File: config.mk
export PLATFORM = sky130hd
export DESIGN_NAME = spq_cell
export DESIGN_NICKNAME = d
export VERILOG_FILES = /design/src/rtl/spq_pkg.sv /design/src/rtl/spq_cell.sv
export SDC_FILE = /design/constraint.sdc
export NUM_CORES = 1
export LEC_CHECK = 0
export ABC_AREA = 1
export CORE_MARGIN = 10
export CORE_UTILIZATION = 55
export DETAILED_ROUTE_END_ITERATION = 6
export DONT_BUFFER_PORTS = 1
export PLACE_DENSITY = 0.82
export SYNTH_ARGS = -nofsm -noshare
export SYNTH_HDL_FRONTEND = slang
export SYNTH_SLANG_ARGS = --single-unit
export TNS_END_PERCENT = 1
File: constraint.sdc
create_clock -name clk -period 5.69 [get_ports clk]
set_input_delay 0.569 -clock clk [delete_from_list [all_inputs] [get_ports clk]]
set_output_delay 0.569 -clock clk [all_outputs]
set_load 0.01 [all_outputs]
File: src/rtl/spq_pkg.sv
// ----------------------------------------------------------------------------
// spq_pkg
// Shared types and constants of the stable sorted priority queue.
// ----------------------------------------------------------------------------
package spq_pkg;

    localparam int CAPACITY_DEF = 512;
    localparam int TAG_BITS_DEF = 9;

    localparam int KEY_W   = 24;
    localparam int TAG_W   = 9;
    localparam int COUNT_W = 10;

    localparam logic REQ_PUSH = 1'b0;
    localparam logic REQ_POP  = 1'b1;

    typedef struct packed {
        logic               req_type;
        logic [KEY_W-1:0]   key;
        logic [TAG_W-1:0]   tag;
    } spq_req_t;

    typedef struct packed {
        logic               ok;
        logic [KEY_W-1:0]   out_key;
        logic [TAG_W-1:0]   out_tag;
        logic [COUNT_W-1:0] count;
        logic               empty_res;
    } spq_rsp_t;

    // Command broadcast to every cell of the chain.
    typedef struct packed {
        logic             push;
        logic             pop;
        logic [KEY_W-1:0] key;
    } spq_cmd_t;

endpackage

File: src/rtl/spq_cell.sv
// ----------------------------------------------------------------------------
// spq_cell
// One slot of the sorted chain: holds a key and a tag, compares against the
// broadcast key and shifts up on push or down on pop.
// ----------------------------------------------------------------------------
module spq_cell #(
    parameter int INDEX    = 0,
    parameter int FILL_W   = 10,
    parameter int TAG_BITS = spq_pkg::TAG_BITS_DEF
) (
    input  logic                       clk,
    input  spq_pkg::spq_cmd_t          cmd,
    input  logic [TAG_BITS-1:0]        new_tag,
    input  logic [FILL_W-1:0]          fill,
    input  logic                       prev_ge,
    input  logic [spq_pkg::KEY_W-1:0]  prev_key,
    input  logic [TAG_BITS-1:0]        prev_tag,
    input  logic [spq_pkg::KEY_W-1:0]  next_key,
    input  logic [TAG_BITS-1:0]        next_tag,
    output logic                       ge,
    output logic [spq_pkg::KEY_W-1:0]  key,
    output logic [TAG_BITS-1:0]        tag
);

    logic [spq_pkg::KEY_W-1:0] key_reg, key_next;
    logic [TAG_BITS-1:0]       tag_reg, tag_next;

    // An unoccupied slot counts as "at or after the insert point", so the
    // sorted region plus the first free slot form a monotone boundary.
    assign ge = (FILL_W'(INDEX) >= fill) || (key_reg > cmd.key);

    always_comb
    begin
        key_next = key_reg;
        tag_next = tag_reg;
        priority if (cmd.push && prev_ge)
        begin
            key_next = prev_key;
            tag_next = prev_tag;
        end
        else if (cmd.push && ge)
        begin
            key_next = cmd.key;
            tag_next = new_tag;
        end
        else if (cmd.pop)
        begin
            key_next = next_key;
            tag_next = next_tag;
        end
        else
        begin
            key_next = key_reg;
            tag_next = tag_reg;
        end
    end

    // Payload only; occupancy is tracked by the fill count at the top.
    always_ff @(posedge clk)
    begin
        key_reg <= key_next;
        tag_reg <= tag_next;
    end

    assign key = key_reg;
    assign tag = tag_reg;

endmodule

==> flow_summary.yaml <==
logic_synthesis:
  yosys-top-cells-area: "edfxtp_1 (37%), nand2_1 (18%), nand3_1 (13%), ha_1 (11%), inv_1 (11%)"
  yosys_register_bits: 33
  ys_seq_area_frac: 0.371
  synth_common_cells: "nand2_1 (131), inv_1 (75), nand3_1 (69), edfxtp_1 (33), ha_1 (24)"
  async_flop_share: 0
  synth_flop_cell: "edfxtp_1"
  synth_most_common_cell: "nand2_1"
  ys_warn_count: 0
  synth_top_area_frac: 0.371
  synth_fp_nets: 515
  syn_area_um2: 2670
  synth-edff-count: 33
  yosysTopAreaCell: "edfxtp_1"
  syn_inst: 378
  synth.avg_cell_area_um2: 7.07
  synth_cell_types: 20
clock_network:
  path_clk_slew_ns: 0.07
  cts_hold_buf: 0
  cts_buffer_depth: 2
  cts_resized: 0
  clock_latency_ns: 0.27
  cts_sinks: 33
  htree_levels: 2
  cts_buffers: 5
  cts_root_buf: "clkbuf_8"
  cts_tree: "built"
  post_cts.repair.setup_buffers: 0
timing:
  holdWs_ns: 0.480
  final.setup_skew_ns: 0.00366
  setup_viol: 0
  slew_headroom: 0.361
  timing.final.crit_share: 0.591
  tns_ns: 0
  rsz0062_at_grt: "false"
  fmax_mhz: 297
  worst_pin_slew_ns: 0.952
  final_hold_viol_count: 0
  period_minus_slack_ns: 3.36
  maxSlewViolCount: 0
setup_path:
  cp_max_fo: 35
  required_ns: 5.64
  ff2ff_path_depth: 12
  critPathKind: "flop to flop"
  r2r_setup_slack_ns: 2.33
  critPathLaunchType: "flop"
  end_kind: "flop"
  cp.arrival_ns: 3.31
layout:
  insertedDiodeCount: 0
  nNetsFinal: 508
  area_delta_synth_final_pct: 3.09
  drive_above_1_share: 0.0376
  multi_input_area_um2: 1300
  postLayoutCellArea_um2: 2760
  n_fill_cell: 443
  largest_reg_flops: 24
  regArea_um2: 991
  fin_util: 0.584
pwr:
  pwr_density_cell_nw_per_um2: 270
  p_total_uw: 745
  vdd_ir_drop_max_mv: 0.195
  p_leak_nw: 1.54
drt:
  wl_um: 7660
  vias_per_cell: 5.50
  initialDrtViolationCount: 149
  postRouteAntennaNets: 0
  routedWlPerCell_um: 17.5
  drc: 0
  dr_total_vias: 2414
  drt-pass1-iter-count: 5
grt:
  grt_pass1_vias: 2476
  grt_max_degree: 36
  grt_first_pass_wirelength_um: 12200
  grtUsageTotal: 0.180
  overflow: 0
  antenna_found_initial: 0
die:
  start_util: 0.566
  dieWidth_um: 89.7
  core_area_um2: 4720
  die_area_um2: 8050
  fp.dieH_um: 89.7
  io_pins: 147
  rows: 25
worst_hold_path:
  hp-class: "primary input to flop"
  min_path_cells: 2
placement:
  detailed_place_hpwl_um: 6150
  postPlaceCellArea_um2: 2670
  gp_congestion: 0.758
  port_buffers: 0
status:
  status: "finished, final reports clean"
run:
  drv_cap: 0
==> worst paths after layout <==
path | startpoint | endpoint
max | key[23] | key[8]
min reg2reg | key[4] | key[4]
min | prev_key[22] | key[22]
max reg2reg | key[23] | key[8]
==> cells in the final DEF (no fill, tap or decap), drive strengths merged <==
master  instances
nor2           11
clkinv          3
nor4            2
edfxtp         33
nand2         134
clkbuf          6
inv            75
a21o            2
a21oi           8
nand3          70
ha             24
buf             2
o21ai           1
nand4           1
==> per-layer routing <==
layer	wire [um]	vias up	share of wire	global-route usage
li1	-	1174	-	-
met1	3010	1097	0.39	0.197
met2	3800	135	0.50	0.315
met3	768	8	0.10	0.0748
met4	91	0	0.012	0.0418
met5	0	-	0	0
==> logic make-up (layout without fill, tap and decap cells) <==
group,after synthesis,count (layout),synth area share
buf+inv,92,86,0.144
simple gates,218,218,0.351
fa+ha+maj,24,24,0.112
compound gates,11,11,0.0225
flops,33,33,0.371
==> per-stage QoR <==
step / std cells / setup slack [ns]
after floorplan: 378 / 2.83
after global placement: 431 / 2.35
after detailed placement: 431 / 2.20
after CTS: 439 / 2.29
after global routing: 439 / 2.05
final: 439 / 2.33
==> power by group <==
| group | internal, mW | switching (mW) | leakage, nW |
|---|---|---|---|
| registers | 0.323 | 0.0500 | 0.336 |
| clock network | 0.0847 | 0.0808 | 0.0450 |
| logic | 0.0704 | 0.136 | 1.16 |
==> worst max-delay path: stages (launching register included) <==
cell	delay (ns)
edfxtp_1	0.47
ha_1	0.33
nand2_1	0.07
nor2_1	0.15
nand2_1	0.12
nor2_2	0.14
nand2_1	0.08
nand3_2	0.06
nand2_2	0.06
nand2_4	0.34
nand2_4	0.34
nand2_1	0.49
buf_4	0.40
==> final cells by class <==
cell class,count,share of cell area
inverters,76,0.103
clock buffers,6,0.0263
repair buffers,2,0.00545
flip-flops and latches,33,0.360
clock inverters,2,0.00363
multi-input cells,253,0.471
well taps,67,0.0304
No activity file was read; power rests on OpenSTA's default activity.
